## src/rtl/isws_pkg.sv

```systemverilog
// Shared constants, types and helper functions of the indexed word stack.
package isws_pkg;

	localparam int DEPTH  = 64;
	localparam int WIDTH  = 32;
	localparam int ACT_W  = 3;
	localparam int POS_W  = 6;
	localparam int DATA_W = 32;
	localparam int STAT_W = 2;
	localparam int FILL_W = 7;
	localparam int CNT_W  = $clog2(DEPTH + 1);
	localparam int CMP_W  = (CNT_W > POS_W) ? CNT_W : POS_W;
	localparam int GRP    = 32;
	localparam int NGRP   = (DEPTH + GRP - 1) / GRP;

	typedef logic [WIDTH-1:0] word_t;
	typedef logic [CNT_W-1:0] cnt_t;
	typedef logic [CMP_W-1:0] cmp_t;

	typedef enum logic [ACT_W-1:0] {
		ACT_PUSH   = 3'd0,
		ACT_POP    = 3'd1,
		ACT_READ   = 3'd2,
		ACT_WRITE  = 3'd3,
		ACT_REMOVE = 3'd4
	} act_t;

	typedef enum logic [STAT_W-1:0] {
		ST_OK    = 2'd0,
		ST_FULL  = 2'd1,
		ST_EMPTY = 2'd2,
		ST_RANGE = 2'd3
	} stat_t;

	// Command broadcast to every cell of the row
	typedef struct packed {
		logic  load;
		logic  shift;
		logic  tap;
		cmp_t  target;
		word_t data;
	} cell_cmd_t;

	function automatic word_t to_word(input logic [DATA_W-1:0] d);
		logic [WIDTH+DATA_W-1:0] t;
		t = {{WIDTH{1'b0}}, d};
		return t[WIDTH-1:0];
	endfunction

	function automatic logic [DATA_W-1:0] from_word(input word_t w);
		logic [WIDTH+DATA_W-1:0] t;
		t = {{DATA_W{1'b0}}, w};
		return t[DATA_W-1:0];
	endfunction

	function automatic logic [FILL_W-1:0] to_fill(input cnt_t c);
		logic [CNT_W+FILL_W-1:0] t;
		t = {{FILL_W{1'b0}}, c};
		return t[FILL_W-1:0];
	endfunction

	function automatic cmp_t cnt_to_cmp(input cnt_t c);
		logic [CNT_W+CMP_W-1:0] t;
		t = {{CMP_W{1'b0}}, c};
		return t[CMP_W-1:0];
	endfunction

	function automatic cmp_t pos_to_cmp(input logic [POS_W-1:0] p);
		logic [POS_W+CMP_W-1:0] t;
		t = {{CMP_W{1'b0}}, p};
		return t[CMP_W-1:0];
	endfunction

endpackage

```

## src/rtl/isws_if.sv

```systemverilog
// Request and response channel interfaces of the indexed word stack.
interface isws_in_if import isws_pkg::*; ();
	logic              valid;
	logic              ready;
	logic [ACT_W-1:0]  action;
	logic [POS_W-1:0]  position;
	logic [DATA_W-1:0] data_in;

	modport source (output valid, action, position, data_in, input ready);
	modport sink (input valid, action, position, data_in, output ready);
endinterface

interface isws_out_if import isws_pkg::*; ();
	logic              valid;
	logic              ready;
	logic [DATA_W-1:0] read_value;
	logic [STAT_W-1:0] status;
	logic [FILL_W-1:0] fill_count;

	modport source (output valid, read_value, status, fill_count, input ready);
	modport sink (input valid, read_value, status, fill_count, output ready);
endinterface

```

## src/rtl/isws_cell.sv

```systemverilog
// One storage cell of the word row: load, shift from the upper neighbour, tap.
module isws_cell import isws_pkg::*; (
	input  logic      clk,
	input  cmp_t      idx,
	input  cell_cmd_t cmd,
	input  word_t     nxt,
	output word_t     word,
	output word_t     tap
);

	word_t word_q;
	logic  hit;
	logic  above;

	assign hit   = (idx == cmd.target);
	assign above = (idx > cmd.target);

	always_ff @(posedge clk) begin
		if (cmd.load && hit) begin
			word_q <= cmd.data;
		end else if (cmd.shift && (hit || above)) begin
			word_q <= nxt;
		end
	end

	assign word = word_q;
	// drive the old word so that remove returns it before the shift lands
	assign tap  = (cmd.tap && hit) ? word_q : '0;

endmodule

```

## src/rtl/isws_gather.sv

```systemverilog
// Registered OR tree that collects the single tapped word from the cell row.
module isws_gather import isws_pkg::*; (
	input  logic  clk,
	input  logic  en,
	input  word_t taps [NGRP*GRP],
	output word_t result
);

	word_t grp_c  [NGRP];
	word_t grp_s1 [NGRP];

	always_comb begin
		for (int g = 0; g < NGRP; g++) begin
			grp_c[g] = '0;
			for (int k = 0; k < GRP; k++) begin
				grp_c[g] = grp_c[g] | taps[g*GRP + k];
			end
		end
	end

	always_ff @(posedge clk) begin
		if (en) begin
			grp_s1 <= grp_c;
		end
	end

	always_comb begin
		result = '0;
		for (int g = 0; g < NGRP; g++) begin
			result = result | grp_s1[g];
		end
	end

endmodule

```

## src/rtl/indexed_stack_with_removal.sv

```systemverilog
// Indexed word stack: a row of word cells with push, pop, read, write and remove.
// Requests are taken one at a time: the next request waits until the
// previous one has passed the registered OR tree into the output register.
// Reset clears the fill count and all valid flags; cell contents are not reset.
module indexed_stack_with_removal import isws_pkg::*; (
	input  logic       clk,
	input  logic       arst_n,
	isws_in_if.sink    req,
	isws_out_if.source rsp
);

	cnt_t      count_q;
	logic      exec_q;
	logic      gath_q;
	logic      out_valid_q;
	cell_cmd_t cmd_q;
	cell_cmd_t cmd_d;
	cell_cmd_t cell_cmd;
	stat_t     st_q;
	stat_t     st_d;
	cnt_t      cnt_d;
	cnt_t      fill_q;
	cmp_t      pos_c;
	cmp_t      cnt_c;
	logic      in_range;
	logic      accept;
	logic      move_out;
	word_t     gather_word;
	logic [DATA_W-1:0] rd_q;
	stat_t             ost_q;
	logic [FILL_W-1:0] ofill_q;

	word_t words [DEPTH];
	word_t taps  [NGRP*GRP];

	assign req.ready = !exec_q && !gath_q;
	assign accept    = req.valid && req.ready;
	assign move_out  = gath_q && (!out_valid_q || rsp.ready);

	assign pos_c    = pos_to_cmp(req.position);
	assign cnt_c    = cnt_to_cmp(count_q);
	assign in_range = (pos_c < cnt_c);

	// decide status, new count and cell command at the request beat
	always_comb begin
		cmd_d        = '0;
		cmd_d.data   = to_word(req.data_in);
		cmd_d.target = pos_c;
		st_d         = ST_OK;
		cnt_d        = count_q;
		case (act_t'(req.action))
			ACT_PUSH: begin
				if (count_q == CNT_W'(DEPTH)) begin
					st_d = ST_FULL;
				end else begin
					cmd_d.load   = 1'b1;
					cmd_d.target = cnt_c;
					cnt_d        = count_q + 1'b1;
				end
			end
			ACT_POP: begin
				if (count_q == '0) begin
					st_d = ST_EMPTY;
				end else begin
					cmd_d.tap    = 1'b1;
					cmd_d.target = cnt_c - 1'b1;
					cnt_d        = count_q - 1'b1;
				end
			end
			ACT_READ: begin
				if (!in_range) begin
					st_d = ST_RANGE;
				end else begin
					cmd_d.tap = 1'b1;
				end
			end
			ACT_WRITE: begin
				if (!in_range) begin
					st_d = ST_RANGE;
				end else begin
					cmd_d.load = 1'b1;
				end
			end
			ACT_REMOVE: begin
				if (!in_range) begin
					st_d = ST_RANGE;
				end else begin
					cmd_d.tap   = 1'b1;
					cmd_d.shift = 1'b1;
					cnt_d       = count_q - 1'b1;
				end
			end
			default: begin
				st_d = ST_OK;
			end
		endcase
	end

	always_ff @(posedge clk or negedge arst_n) begin
		if (!arst_n) begin
			count_q     <= '0;
			exec_q      <= 1'b0;
			gath_q      <= 1'b0;
			out_valid_q <= 1'b0;
		end else begin
			if (accept) begin
				count_q <= cnt_d;
			end
			exec_q <= accept;
			if (exec_q) begin
				gath_q <= 1'b1;
			end else if (move_out) begin
				gath_q <= 1'b0;
			end
			if (move_out) begin
				out_valid_q <= 1'b1;
			end else if (rsp.ready) begin
				out_valid_q <= 1'b0;
			end
		end
	end

	always_ff @(posedge clk) begin
		if (accept) begin
			cmd_q  <= cmd_d;
			st_q   <= st_d;
			fill_q <= cnt_d;
		end
		if (move_out) begin
			rd_q    <= from_word(gather_word);
			ost_q   <= st_q;
			ofill_q <= to_fill(fill_q);
		end
	end

	// act on the row only in the cycle after the beat
	always_comb begin
		cell_cmd       = cmd_q;
		cell_cmd.load  = cmd_q.load && exec_q;
		cell_cmd.shift = cmd_q.shift && exec_q;
		cell_cmd.tap   = cmd_q.tap && exec_q;
	end

	for (genvar i = 0; i < DEPTH; i++) begin : g_cell
		word_t nxt;
		if (i == DEPTH - 1) begin : g_top
			assign nxt = '0;
		end else begin : g_mid
			assign nxt = words[i+1];
		end
		isws_cell u_cell (
			.clk  (clk),
			.idx  (CMP_W'(i)),
			.cmd  (cell_cmd),
			.nxt  (nxt),
			.word (words[i]),
			.tap  (taps[i])
		);
	end

	for (genvar j = DEPTH; j < NGRP*GRP; j++) begin : g_pad
		assign taps[j] = '0;
	end

	isws_gather u_gather (
		.clk    (clk),
		.en     (exec_q),
		.taps   (taps),
		.result (gather_word)
	);

	assign rsp.valid      = out_valid_q;
	assign rsp.read_value = rd_q;
	assign rsp.status     = ost_q;
	assign rsp.fill_count = ofill_q;

endmodule

```

## src/flat_wrapper.sv

```systemverilog
// flat-port wrapper written by rule: the top's interface ports become plain ports
module indexed_stack_with_removal_flat import isws_pkg::*;
  (clk, arst_n, req_valid, req_action, req_position, req_data_in, req_ready, rsp_valid, rsp_read_value, rsp_status, rsp_fill_count, rsp_ready);
  isws_in_if req_i ();
  isws_out_if rsp_i ();
  input  logic clk;
  input  logic arst_n;
  input wire logic [$bits(req_i.valid)-1:0] req_valid;
  input wire logic [$bits(req_i.action)-1:0] req_action;
  input wire logic [$bits(req_i.position)-1:0] req_position;
  input wire logic [$bits(req_i.data_in)-1:0] req_data_in;
  output wire logic [$bits(req_i.ready)-1:0] req_ready;
  output wire logic [$bits(rsp_i.valid)-1:0] rsp_valid;
  output wire logic [$bits(rsp_i.read_value)-1:0] rsp_read_value;
  output wire logic [$bits(rsp_i.status)-1:0] rsp_status;
  output wire logic [$bits(rsp_i.fill_count)-1:0] rsp_fill_count;
  input wire logic [$bits(rsp_i.ready)-1:0] rsp_ready;
  assign req_i.valid = req_valid;
  assign req_i.action = req_action;
  assign req_i.position = req_position;
  assign req_i.data_in = req_data_in;
  assign req_ready = req_i.ready;
  assign rsp_valid = rsp_i.valid;
  assign rsp_read_value = rsp_i.read_value;
  assign rsp_status = rsp_i.status;
  assign rsp_fill_count = rsp_i.fill_count;
  assign rsp_i.ready = rsp_ready;
  indexed_stack_with_removal u_core (.clk(clk), .arst_n(arst_n), .req(req_i), .rsp(rsp_i));
endmodule
```

## config.mk

```make
export PLATFORM = sky130hd
export DESIGN_NAME = indexed_stack_with_removal_flat
export DESIGN_NICKNAME = d
export VERILOG_FILES = /design/src/rtl/isws_pkg.sv /design/src/rtl/isws_if.sv /design/src/rtl/isws_cell.sv /design/src/rtl/isws_gather.sv /design/src/rtl/indexed_stack_with_removal.sv /design/src/flat_wrapper.sv
export SDC_FILE = /design/constraint.sdc
export NUM_CORES = 2
export LEC_CHECK = 0
export BUFFER_PORTS_ARGS = -buffer_cell sky130_fd_sc_hd__buf_4
export CAP_MARGIN = 10
export CORE_ASPECT_RATIO = 0.8
export CORE_MARGIN = 1.5
export CORE_UTILIZATION = 50
export CTS_CLUSTER_SIZE = 12
export DETAILED_ROUTE_END_ITERATION = 10
export GPL_ROUTABILITY_DRIVEN = 0
export MAX_ROUTING_LAYER = met4
export PLACE_DENSITY = 0.65
export SLEW_MARGIN = 40
export SYNTH_ARGS = -nofsm -noshare
export SYNTH_HDL_FRONTEND = slang
export SYNTH_HIERARCHICAL = 1
export SYNTH_SLANG_ARGS = --single-unit
```

## constraint.sdc

```tcl
create_clock -name clk -period 12.6 [get_ports clk]
set_input_delay 1.26 -clock clk [delete_from_list [all_inputs] [get_ports clk]]
set_output_delay 1.26 -clock clk [all_outputs]
set_load 0.01 [all_outputs]
```

==> results.yml <==
routing:
  drt_iter0_markers: 13509
  drt_pass1_iterations: 7
  viasPerCell: 6.54
  antenna_left: 0
  vias: 89549
  post-route-drc-count: 0
  wire_per_inst_um: 32.1
  routed_wl_mm: 440
sta:
  finalSetupViolCount: 0
  rsz0062_at_grt: "no"
  min_period_ns: 5.38
  period_share_pct: 42.7
  worstMarginPinSlew_ns: 1.07
  hold_violations: 0
  max_freq_mhz: 186
  finalWorstSetupSlack_ns: 7.22
  finClkSkew_ns: 0.0610
  max_slew_margin_pct: 28.0
  finalSetupTns_ns: 0
  slew_violations: 0
global_routing:
  antenna_found_initial: 38
  grt_max_degree: 316
  overflow: 0
  grt_pass1_wl_mm: 624
  grt_pass1_vias: 85331
  gr-usage-all-layers_pct: 32.8
floorplan:
  die_x_um: 578
  rows: 168
  initial_core_util_pct: 50.4
  dieArea_sq_mm: 0.268
  core_sq_mm: 0.263
  dieHeight_um: 463
  pin_count: 88
finish:
  final_cell_mix: "edfxtp_1 (2204), and3_1 (2049), mux2_4 (1856)"
  nets: 10522
  drive_gt1_share_pct: 30.3
  final_common_cell: "edfxtp_1"
  fillCellCount: 20872
  area_growth_pct: 10.8
synthesis:
  syn-cell-area_sq_mm: 0.132
  synth_flop_cell: "edfxtp_1"
  synthCells: 9557
  yosys_warnings: 6
  synth_area_leader_cell: "edfxtp_1"
  avgSynthCellArea_sq_um: 13.8
  synth_top_area_share_pct: 50.1
  ys_ff_latch: 2214
  synthTopCellsByArea: "edfxtp_1 (50%), mux2_4 (21%), and3_1 (9.7%), ha_1 (4.3%), nor4_1 (2.1%)"
  ys_types: 66
  synth-seq-area-share_pct: 50.2
  postSynth.asyncResetShare_pct: 0.452
  synth-edff-count: 2204
min_path:
  hp-class: "in2async"
clock_tree:
  clkTransAtPathRegs_ns: 0.06
  cts_tree: "built"
  cts_hold_buf: 0
  insertion_delay_ns: 0.93
  cts_buffer_depth: 4
  clock_sinks: 2214
  cts_resized: 0
  cts-root-buf: "clkbuf_16"
  cts.htree.levels: 4
  cts_setup_buffers: 0
  cts_made_buffers: 235
placed_design:
  pre_cts_slack_ns: 7.43
  io_buffers: 87
  hpwlAfterDp_mm: 283
run:
  cap_violations: 0
worst_setup_path:
  worst_ep_arrival_time_ns: 5.91
  cp-start-kind: "register"
  path_class: "reg2reg"
  worst_setup_path_end_kind: "register"
  cp_max_fo: 32
  crit_required_ns: 13.12
power_and_ir_drop:
  power_density_mw_per_mm2: 126
  p_total_mw: 18.4
  power_leakage_nw: 69.0
  ir_drop_mv: 0.118
status:
  status: "complete, no violations"
[power breakdown]
group,internal (mW),total (mW),leakage [nW],switching [mW]
Clock,3.74,6.71,3.44,2.97
Combinational,0.940,2.77,45.4,1.83
Sequential,8.60,8.93,20.2,0.329
[kinds of logic after synthesis]
family | synth area share [%]
AND/OR/NAND/NOR | 16.5
flip-flops | 50.2
multiplexers | 22.7
buffers and inverters | 4.28
adder cells (fa/ha/maj) | 4.31
AO/OA/AOI/OAI | 1.86
XOR/XNOR | 0.0331
other | 0.00568
[routing by layer]
metal	track usage [%]	up-vias	part of all wire, %
li1	-	37446	-
met1	44.7	45450	40
met2	45.6	5698	42
met3	8.52	955	13
met4	15.5	0	5.5
met5	-	-	0
[state kept, by name, indices dropped and copies added (netlist names)]
register / cells
u_core/rsp.fill_count: 7
u_core/rsp.valid: 1
u_core/cnt_c: 7
u_core/cell_cmd: 39
u_core/fill_q: 7
u_core/rsp.read_value: 32
u_core/cmd_q: 3
u_core/exec_q: 1
u_core/rsp.status: 2
u_core/gath_q: 1
u_core/st_q: 2
u_core/g_cell.u_cell/word: 2048
u_core/u_gather/grp_s1: 64
[final timing paths]
check                                                 from                                           to  slack [ns]  cells after the start
min in group clk                u_core/fill_q[2]$_DFFE_PP_           u_core/rsp.fill_count[2]$_DFFE_PP_        0.42                      0
worst max register to register     u_core/exec_q$_DFF_PN0_  u_core/g_cell[39].u_cell/word[18]$_DFFE_PP_        7.22                      6
max in group asynchronous                           arst_n                      u_core/exec_q$_DFF_PN0_       12.23                      1
worst min register to register  u_core/fill_q[2]$_DFFE_PP_           u_core/rsp.fill_count[2]$_DFFE_PP_        0.42                      0
worst min-delay path                                arst_n                  u_core/cnt_c[0]$_DFFE_PN0P_        0.19                      1
worst max-delay path               u_core/exec_q$_DFF_PN0_  u_core/g_cell[39].u_cell/word[18]$_DFFE_PP_        7.22                      6
[area by class of cell]
cell class,count,area [sq um],share of cell area [%]
timing repair buffer,343,3120,2.13
clock buffer,312,6350,4.33
antenna,35,87.6,0.0598
multi-input combinational,6704,63500,43.3
inverter,524,1970,1.34
tap,3485,4360,2.98
sequential,2214,66400,45.3
clock inverter,85,707,0.482
[cell usage after synthesis (4+ instances only)]
| library cell | instances |
|---|---|
| a211oi_1 | 66 |
| a21o_1 | 69 |
| a21oi_1 | 85 |
| a31oi_1 | 5 |
| a32oi_1 | 66 |
| and2_1 | 5 |
| and3_1 | 2049 |
| buf_2 | 5 |
| buf_6 | 194 |
| clkbuf_1 | 392 |
| dfrtp_1 | 10 |
| edfxtp_1 | 2204 |
| ha_1 | 455 |
| inv_1 | 523 |
| mux2_2 | 192 |
| mux2_4 | 1856 |
| nand2_1 | 18 |
| nand2_4 | 64 |
| nand2b_1 | 65 |
| nand3_1 | 137 |
| nand4_1 | 173 |
| nand4_2 | 20 |
| nor2_1 | 81 |
| nor2_4 | 64 |
| nor3_1 | 10 |
| nor4_1 | 449 |
| nor4_2 | 64 |
| o21ai_0 | 10 |
| o21ai_1 | 9 |
| o21bai_1 | 4 |
| or2_1 | 64 |
| or2_2 | 33 |
| or3_1 | 66 |
| xnor2_1 | 5 |
[metrics by stage]
stage          util, %  std cells  hold WS, ns  cell area (sq um)
3_5_place_dp      52.9      13258        0.405             139000
6_report          55.8      13702        0.187             147000
2_1_floorplan        -      10035        0.400             134000
5_1_grt           55.8      13685        0.172             146000
3_3_place_gp      52.5      13221        0.406             138000
4_1_cts           55.6      13655        0.142             146000
[critical path, cell delays in order, from the launching register on]
cell and delay [ns]:
dfrtp_4 0.92, and2_4 0.62, buf_4 0.75, buf_4 0.78, nand2_4 0.46, a32oi_4 0.75, buf_4 0.57
Power figures use the tool's default switching activity.
